--- src/sv/abrc_pkg.sv ---
package abrc_pkg;

	localparam int unsigned ADDR_W = 5;
	localparam int unsigned DATA_W = 32;

	localparam logic [7:0] ALPHA_OPAQUE = 8'hFF;

	typedef enum logic [2:0] {
		REG_RECT_LEFT    = 3'd0,
		REG_RECT_TOP     = 3'd1,
		REG_RECT_COLUMNS = 3'd2,
		REG_RECT_ROWS    = 3'd3,
		REG_FILL_ARGB    = 3'd4,
		REG_IMAGE_MODE   = 3'd5
	} reg_idx_t;

	typedef struct packed {
		logic [31:0] source_argb;
		logic [31:0] dest_argb;
	} blit_req_t;

	typedef struct packed {
		logic [11:0] pixel_x;
		logic [11:0] pixel_y;
		logic [31:0] pixel_argb;
		logic        last_of_rect;
	} blit_res_t;

endpackage

--- src/sv/abrc_blend.sv ---
module abrc_blend (
	input  logic [31:0] src_argb,
	input  logic [31:0] dst_argb,
	output logic [31:0] pixel_argb
);
	import abrc_pkg::*;

	logic [7:0] alpha;
	logic [7:0] inv_alpha;
	logic [7:0] mix [3];

	assign alpha     = src_argb[31:24];
	assign inv_alpha = ALPHA_OPAQUE - alpha;

	// per channel: (dst*(255-a) + src*a) >> 8, sum fits in 17 bits
	always_comb begin
		logic [16:0] acc;
		for (int c = 0; c < 3; c++) begin
			acc = 17'({9'd0, dst_argb[8*c +: 8]} * {9'd0, inv_alpha})
				+ 17'({9'd0, src_argb[8*c +: 8]} * {9'd0, alpha});
			mix[c] = acc[15:8];
		end
	end

	always_comb begin
		if (alpha == ALPHA_OPAQUE) begin
			pixel_argb = src_argb;
		end else begin
			pixel_argb = {ALPHA_OPAQUE, mix[2], mix[1], mix[0]};
		end
	end

endmodule

--- src/sv/alpha_blend_rect_compositor_core.sv ---
// channel   | handshake              | payload            | direction
// ----------+------------------------+--------------------+----------
// blit      | blit_valid, blit_ready | blit (blit_req_t)  | in
// res       | res_valid, res_ready   | res (blit_res_t)   | out
// apb       | psel, penable, pwrite  | paddr, pwdata      | in / prdata out
//
// one pixel request per clock while blit_ready is high; a taken request is registered in _s1, then in _s2
// the rate is set by the two-stage pipe: input stage _s1, result stage _s2
// arst_n clears the stage valids, the counters and the configuration registers to zero
// a stalled result holds in _s2 while _s1 still takes one more request
// requests into an empty rectangle are taken and give no result
module alpha_blend_rect_compositor_core #(
	parameter int unsigned COORD_BITS = 11
) (
	input  logic                          clk,
	input  logic                          arst_n,
	// pixel requests
	input  logic                          blit_valid,
	output logic                          blit_ready,
	input  abrc_pkg::blit_req_t           blit,
	// results
	output logic                          res_valid,
	input  logic                          res_ready,
	output abrc_pkg::blit_res_t           res,
	// configuration
	input  logic                          psel,
	input  logic                          penable,
	input  logic                          pwrite,
	input  logic [abrc_pkg::ADDR_W-1:0]   paddr,
	input  logic [abrc_pkg::DATA_W-1:0]   pwdata,
	output logic [abrc_pkg::DATA_W-1:0]   prdata,
	output logic                          pready
);
	import abrc_pkg::*;

	// compare width: holds the extent 2^COORD_BITS and the 12-bit register
	localparam int unsigned XW    = (COORD_BITS > 12) ? COORD_BITS : 12;
	localparam int unsigned CMP_W = XW + 1;
	localparam logic [CMP_W-1:0] EXTENT_MAX = CMP_W'(1) << COORD_BITS;

	// configuration registers
	logic [10:0] rect_left_q;
	logic [10:0] rect_top_q;
	logic [11:0] rect_columns_q;
	logic [11:0] rect_rows_q;
	logic [31:0] fill_argb_q;
	logic        image_mode_q;

	// raster counters
	logic [COORD_BITS-1:0] column_count_q;
	logic [COORD_BITS-1:0] row_count_q;

	// pipe stages
	logic        valid_s1;
	logic [31:0] src_s1;
	logic [31:0] dst_s1;
	logic [11:0] x_s1;
	logic [11:0] y_s1;
	logic        last_s1;
	logic        valid_s2;
	blit_res_t   res_s2;

	logic        cfg_wr;
	reg_idx_t    cfg_idx;
	logic        take;
	logic        advance;
	logic [CMP_W-1:0] cols;
	logic [CMP_W-1:0] rows;
	logic [CMP_W-1:0] col_ext;
	logic [CMP_W-1:0] row_ext;
	logic        rect_empty;
	logic        end_col;
	logic        end_row;
	logic [31:0] blended;

	assign pready  = 1'b1;
	assign cfg_wr  = psel && penable && pwrite && pready;
	assign cfg_idx = reg_idx_t'(paddr[4:2]);

	always_ff @(posedge clk or negedge arst_n) begin
		if (!arst_n) begin
			rect_left_q    <= '0;
			rect_top_q     <= '0;
			rect_columns_q <= '0;
			rect_rows_q    <= '0;
			fill_argb_q    <= '0;
			image_mode_q   <= 1'b0;
		end else if (cfg_wr) begin
			case (cfg_idx)
				REG_RECT_LEFT:    rect_left_q    <= pwdata[10:0];
				REG_RECT_TOP:     rect_top_q     <= pwdata[10:0];
				REG_RECT_COLUMNS: rect_columns_q <= pwdata[11:0];
				REG_RECT_ROWS:    rect_rows_q    <= pwdata[11:0];
				REG_FILL_ARGB:    fill_argb_q    <= pwdata;
				REG_IMAGE_MODE:   image_mode_q   <= pwdata[0];
				default: ;
			endcase
		end
	end

	// register readback
	always_comb begin
		case (cfg_idx)
			REG_RECT_LEFT:    prdata = {21'd0, rect_left_q};
			REG_RECT_TOP:     prdata = {21'd0, rect_top_q};
			REG_RECT_COLUMNS: prdata = {20'd0, rect_columns_q};
			REG_RECT_ROWS:    prdata = {20'd0, rect_rows_q};
			REG_FILL_ARGB:    prdata = fill_argb_q;
			REG_IMAGE_MODE:   prdata = {31'd0, image_mode_q};
			default:          prdata = '0;
		endcase
	end

	// extents above 2^COORD_BITS clamp to it
	always_comb begin
		cols = CMP_W'(rect_columns_q);
		rows = CMP_W'(rect_rows_q);
		if (cols > EXTENT_MAX) begin
			cols = EXTENT_MAX;
		end
		if (rows > EXTENT_MAX) begin
			rows = EXTENT_MAX;
		end
	end

	assign rect_empty = (cols == '0) || (rows == '0);
	assign col_ext    = CMP_W'(column_count_q);
	assign row_ext    = CMP_W'(row_count_q);
	assign end_col    = (col_ext + CMP_W'(1)) >= cols;
	assign end_row    = (row_ext + CMP_W'(1)) >= rows;

	// handshake: the result stage frees the input stage
	assign advance    = !valid_s2 || res_ready;
	assign blit_ready = !valid_s1 || advance;
	assign take       = blit_valid && blit_ready;

	// counters step on every request into a non-empty rectangle;
	// any listed register write restarts the rectangle
	always_ff @(posedge clk or negedge arst_n) begin
		if (!arst_n) begin
			column_count_q <= '0;
			row_count_q    <= '0;
		end else if (cfg_wr && (cfg_idx inside {REG_RECT_LEFT, REG_RECT_TOP,
				REG_RECT_COLUMNS, REG_RECT_ROWS, REG_FILL_ARGB, REG_IMAGE_MODE})) begin
			column_count_q <= '0;
			row_count_q    <= '0;
		end else if (take && !rect_empty) begin
			if (end_col) begin
				column_count_q <= '0;
				row_count_q    <= end_row ? '0 : row_count_q + 1'b1;
			end else begin
				column_count_q <= column_count_q + 1'b1;
			end
		end
	end

	// input stage
	always_ff @(posedge clk or negedge arst_n) begin
		if (!arst_n) begin
			valid_s1 <= 1'b0;
		end else if (blit_ready) begin
			valid_s1 <= blit_valid && !rect_empty;
		end
	end

	always_ff @(posedge clk) begin
		if (take) begin
			src_s1  <= image_mode_q ? blit.source_argb : fill_argb_q;
			dst_s1  <= blit.dest_argb;
			x_s1    <= 12'(CMP_W'(rect_left_q) + col_ext);
			y_s1    <= 12'(CMP_W'(rect_top_q) + row_ext);
			last_s1 <= end_col && end_row;
		end
	end

	abrc_blend u_blend (
		.src_argb   (src_s1),
		.dst_argb   (dst_s1),
		.pixel_argb (blended)
	);

	// result stage
	always_ff @(posedge clk or negedge arst_n) begin
		if (!arst_n) begin
			valid_s2 <= 1'b0;
		end else if (advance) begin
			valid_s2 <= valid_s1;
		end
	end

	always_ff @(posedge clk) begin
		if (advance && valid_s1) begin
			res_s2.pixel_x      <= x_s1;
			res_s2.pixel_y      <= y_s1;
			res_s2.pixel_argb   <= blended;
			res_s2.last_of_rect <= last_s1;
		end
	end

	assign res_valid = valid_s2;
	assign res       = res_s2;

endmodule

--- config.mk ---
export PLATFORM = sky130hd
export DESIGN_NAME = alpha_blend_rect_compositor_core
export DESIGN_NICKNAME = d
export VERILOG_FILES = /design/src/sv/abrc_pkg.sv /design/src/sv/abrc_blend.sv /design/src/sv/alpha_blend_rect_compositor_core.sv
export SDC_FILE = /design/constraint.sdc
export NUM_CORES = 1
export LEC_CHECK = 0
export ABC_AREA = 1
export BUFFER_PORTS_ARGS = -buffer_cell sky130_fd_sc_hd__buf_2
export CAP_MARGIN = 30
export CORE_ASPECT_RATIO = 1.5
export CORE_MARGIN = 2
export CORE_UTILIZATION = 30
export CTS_CLUSTER_DIAMETER = 100
export DETAILED_ROUTE_END_ITERATION = 16
export PLACE_DENSITY = 0.49
export SYNTH_ARGS = -nofsm -noshare
export SYNTH_HDL_FRONTEND = slang
export SYNTH_HIERARCHICAL = 1
export SYNTH_SLANG_ARGS = --single-unit
export TNS_END_PERCENT = 50
--- constraint.sdc ---
create_clock -name clk -period 13.2 [get_ports clk]
set_input_delay 2.64 -clock clk [delete_from_list [all_inputs] [get_ports clk]]
set_output_delay 2.64 -clock clk [all_outputs]
set_load 0.05 [all_outputs]
---- Word level (Yosys, flattened, before mapping) ----
Cells that the tools add are included.
cells by class
  multiply operators ...................... 6
  equality and inequality tests ........... 6
  mux-type cells .......................... 12
  reduce and logical (&&, ||, !) cells .... 27
  order comparisons ....................... 4
  add/sub/neg operators ................... 10
operator list
  cell                                                  number
  case mux 32 bit (6 select lines)                      1
  multiplier 8 x 8 -> 16 bit                            6
  2-to-1 mux 11 bit                                     7
  adder 16 bit                                          3
  2-to-1 mux 32 bit                                     1
  >= comparator 12 x 13 -> 1 bit                        2
  logical NOT 13 bit                                    2
  adder 11 x 1 -> 12 bit (second input constant)        2
  adder 11 x 11 -> 12 bit                               2
  > comparator 12 bit (second input constant)           2
  2-to-1 mux 12 bit                                     2
  2-to-1 mux 24 bit                                     1
  adder 11 x 1 -> 11 bit (second input constant)        2
  AND reduction 2 bit                                   7
  equality test 8 bit (second input constant)           1
  logical AND 1 bit                                     8
  subtractor 8 bit (first input constant)               1
  equality test 3 x 2 -> 1 bit (second input constant)  2
  equality test 3 bit (second input constant)           2
  nonzero test 6 bit                                    1
  nonzero test 2 bit                                    2
  equality test 3 x 1 -> 1 bit (second input constant)  1
  logical NOT 1 bit                                     3
  logical NOT 3 bit                                     1
  logical OR 1 bit                                      3
word-level totals
  input bits .............................. 108
  register bits after elaboration ......... 241
  logic and storage cells ................. 85

---- Logic depth before layout (Yosys ltp) ----
  word-level depth ........................ 8
  mapped depth ............................ 26

---- Modules after synthesis ----
Netlist, hierarchy kept.
modules (own cells, without submodules)
  module                            sequential area each (um^2)  times used  cells each  area each (um^2)
  abrc_blend                        0.0                          1           2,018       14,066.0
  alpha_blend_rect_compositor_core  6,961.7                      1           1,082       11,283.3

---- Worst setup path after synthesis ----
Ideal clock, no wire load.
  path kind ............................... input to output
  start ................................... in paddr[2] in the netlist's numbering
  end ..................................... out prdata[11] in the netlist's numbering
  stages on the path ...................... 4
  setup slack ............................. 6,492 ps
  path buffers ............................ 1
  arrival ................................. 4,068 ps
  cells stage by stage .................... nor3_1 -> clkbuf_1 -> inv_1 -> o221ai_1
between the ends
  word-level cells in the longest chain between the ends .. 2
  elaborated cells on any way between the ends .. 7
ends and longest elaborated chain
  item                                         RTL line                                 RTL
  start: declaration                           alpha_blend_rect_compositor_core.sv:29   input logic [abrc_pkg::ADDR_W-1:0] paddr,
  equality test 3 bit (tied with other cells)  alpha_blend_rect_compositor_core.sv:103  case (cfg_idx)
  case mux 32 bit (6 select lines) *           alpha_blend_rect_compositor_core.sv:103
  end: declaration                             alpha_blend_rect_compositor_core.sv:31   output logic [abrc_pkg::DATA_W-1:0] prdata,
Mark *: on every way between the ends. The rest lies on a longest branch, timed or not.

---- Final worst setup path ----
  start ................................... in paddr[2] in the netlist's numbering
  end ..................................... out prdata[0] in the netlist's numbering
The elaborated chain is that of the path after synthesis.

==> results.ini <==
[sta]
clock_skew_ns = 0.0462
period_share_pct = 52.2
max_freq_mhz = 145
fin_crit_ns = 6.88
hold_viol_final = 0
setup_viol = 0
fin_hold_ws_ns = 0.418
tns_ns = 0
rsz0062_at_grt = no
worstMarginPinSlew_ns = 0.970
relSlewSlack_pct = 35.1
slew_violations = 0

[critical_path]
path_cells = buf_2, nor2_1, nand2_1, buf_4, inv_1, a221oi_1, o211ai_1, buf_2
rr_endpoint = res[11]
cp-end-kind = output port
reg2reg_from = src_s1[29]
r2r_slack_ns = 6.88
critPathSlowestCell = buf_4
reg2reg_depth = 19
critPathMaxStageDelay_ns = 0.39
crit_fanout = 31
cp-start-kind = input port
critPathBufInv = 4
required_ns = 10.56
crit_top_cell = buf_2
cp_top_family = buffers and inverters
worst-endpoint-arrival_ns = 4.24
critPathKind = input port to output port

[floorplan]
dieArea_sq_um = 86100
die_h_um = 358
die_w_um = 240
std_cell_rows = 130
coreArea_sq_um = 83300
start_util_pct = 30.2
ios = 200

[clocking]
cts_hold_buf = 0
cts_tree = built
cts_buffer_depth = 3
postCtsSetupBuffers = 0
cts_root_buf = clkbuf_16
clk_latency_ns = 0.62
cts_resized = 0
h-tree-depth = 1
numCtsBuffers = 30
cts.sinks = 241
clk_pin_slew_worst_paths_ns = 0.06

[finish]
multi_input_area_sq_um = 14900
fillCellCount = 8990
final_area_sq_um = 28200
seqCellArea_sq_um = 6720
drive_gt1_share_pct = 8.98
diodes = 0
nets = 3850
areaGrowthSynthToFinish_pct = 12.4

[global_route]
grt_pass1_vias = 19934
grt_pass1_wl_um = 116000
grt_usage_pct = 18.0
grt_max_degree = 67
grt_overflow = 0
antenna_found_initial = 3

[logic_synthesis]
synthCells = 3092
synth_area_sq_um = 25100
syn_avg_cell_area_sq_um = 8.12
ys_warn_count = 6

[placement]
gp_congestion = 0.838
dpl_cell_area_sq_um = 27100
hpwlAfterDp_um = 59400
numPortBuffers = 188

[drt]
drc = 0
drtPass1Iterations = 5
drt_wl_total_um = 75700
vias = 19363
ant_nets = 0
drtIter0Drc = 811
wl_per_cell_um = 17.3
via_per_inst = 4.43

[worst_hold_path]
worstHoldEndpoint = res[36]
holdCritStartpoint = y_s1[3]
holdPathStages = 0
worstHoldPathType = register to register

[run_status]
outcome = finished clean

[job]
cap_viol_max_count = 0

worst max-delay path by stage:
stage,startpoint,endpoint,slack [ns],cells past startpoint
global route,paddr[2],prdata[0],6.20,8
detailed placement,paddr[2],prdata[0],6.34,8
floorplan,paddr[2],prdata[11],6.49,4
CTS,paddr[2],prdata[0],6.34,8
global placement,paddr[2],prdata[0],6.36,8
finish,paddr[2],prdata[0],6.32,8
state kept, by name, summed over array words and instances (netlist names):
name	count
column_count_q	11
dst_s1	24
fill_argb_q	32
image_mode_q	1
last_s1	1
rect_columns_q	12
rect_left_q	11
rect_rows_q	12
rect_top_q	11
res	57
res_valid	1
row_count_q	11
src_s1	32
valid_s1	1
x_s1	12
y_s1	12
per-layer routing:
metal / wire, um / vias up / GRT usage, % / share of wire [%]
li1: - / 9483 / - / -
met1: 29900 / 9268 / 21.0 / 40
met2: 38600 / 473 / 33.1 / 51
met3: 3770 / 133 / 2.55 / 5.0
met4: 3350 / 6 / 7.20 / 4.4
met5: 34 / - / 0 / 0.045
through the flow:
| stage | utilization [%] | cells | setup WS [ns] |
|---|---|---|---|
| after floorplan | - | 3099 | 6.49 |
| after global placement | 32.6 | 4317 | 6.36 |
| after detailed placement | 32.6 | 4317 | 6.34 |
| after CTS | 33.9 | 4373 | 6.34 |
| after global routing | 33.9 | 4373 | 6.20 |
| final | 33.9 | 4373 | 6.32 |
layout make-up:
cell class	count	area share, %
Clock buffer	35	2.84
Multi-Input combinational cell	1945	52.8
Timing Repair Buffer	206	3.82
Inverter	803	10.7
Clock inverter	21	0.993
Sequential cell	241	23.8
Tap cell	1122	4.98
worst register-to-register path, stage by stage, from the launching register on:
cell      delay [ns]
edfxtp_1        0.82
buf_4           0.50
inv_2           0.26
nand2_1         0.15
fa_1            0.45
fa_1            0.51
fa_1            0.52
inv_1           0.05
fa_1            0.50
fa_1            0.55
inv_1           0.06
fa_1            0.53
inv_1           0.05
ha_1            0.31
nand2_1         0.10
nor2_1          0.14
a21oi_1         0.10
or2_2           0.27
nand3_1         0.07
nand2_1         0.09
layout by cell type, fill, tap and decap left out, types with 75 or more instances in the layout:
cell	instances
inv_1	795
nand2_1	787
fa_1	287
ha_1	228
nor2_1	217
buf_2	187
edfxtp_1	138
o21ai_0	104
dfrtp_1	102
nand3_1	90
a21oi_1	75
Power is left out: the tool's default activity adds up to more than one toggle a clock period on the data nets, which glitch-free logic cannot reach.
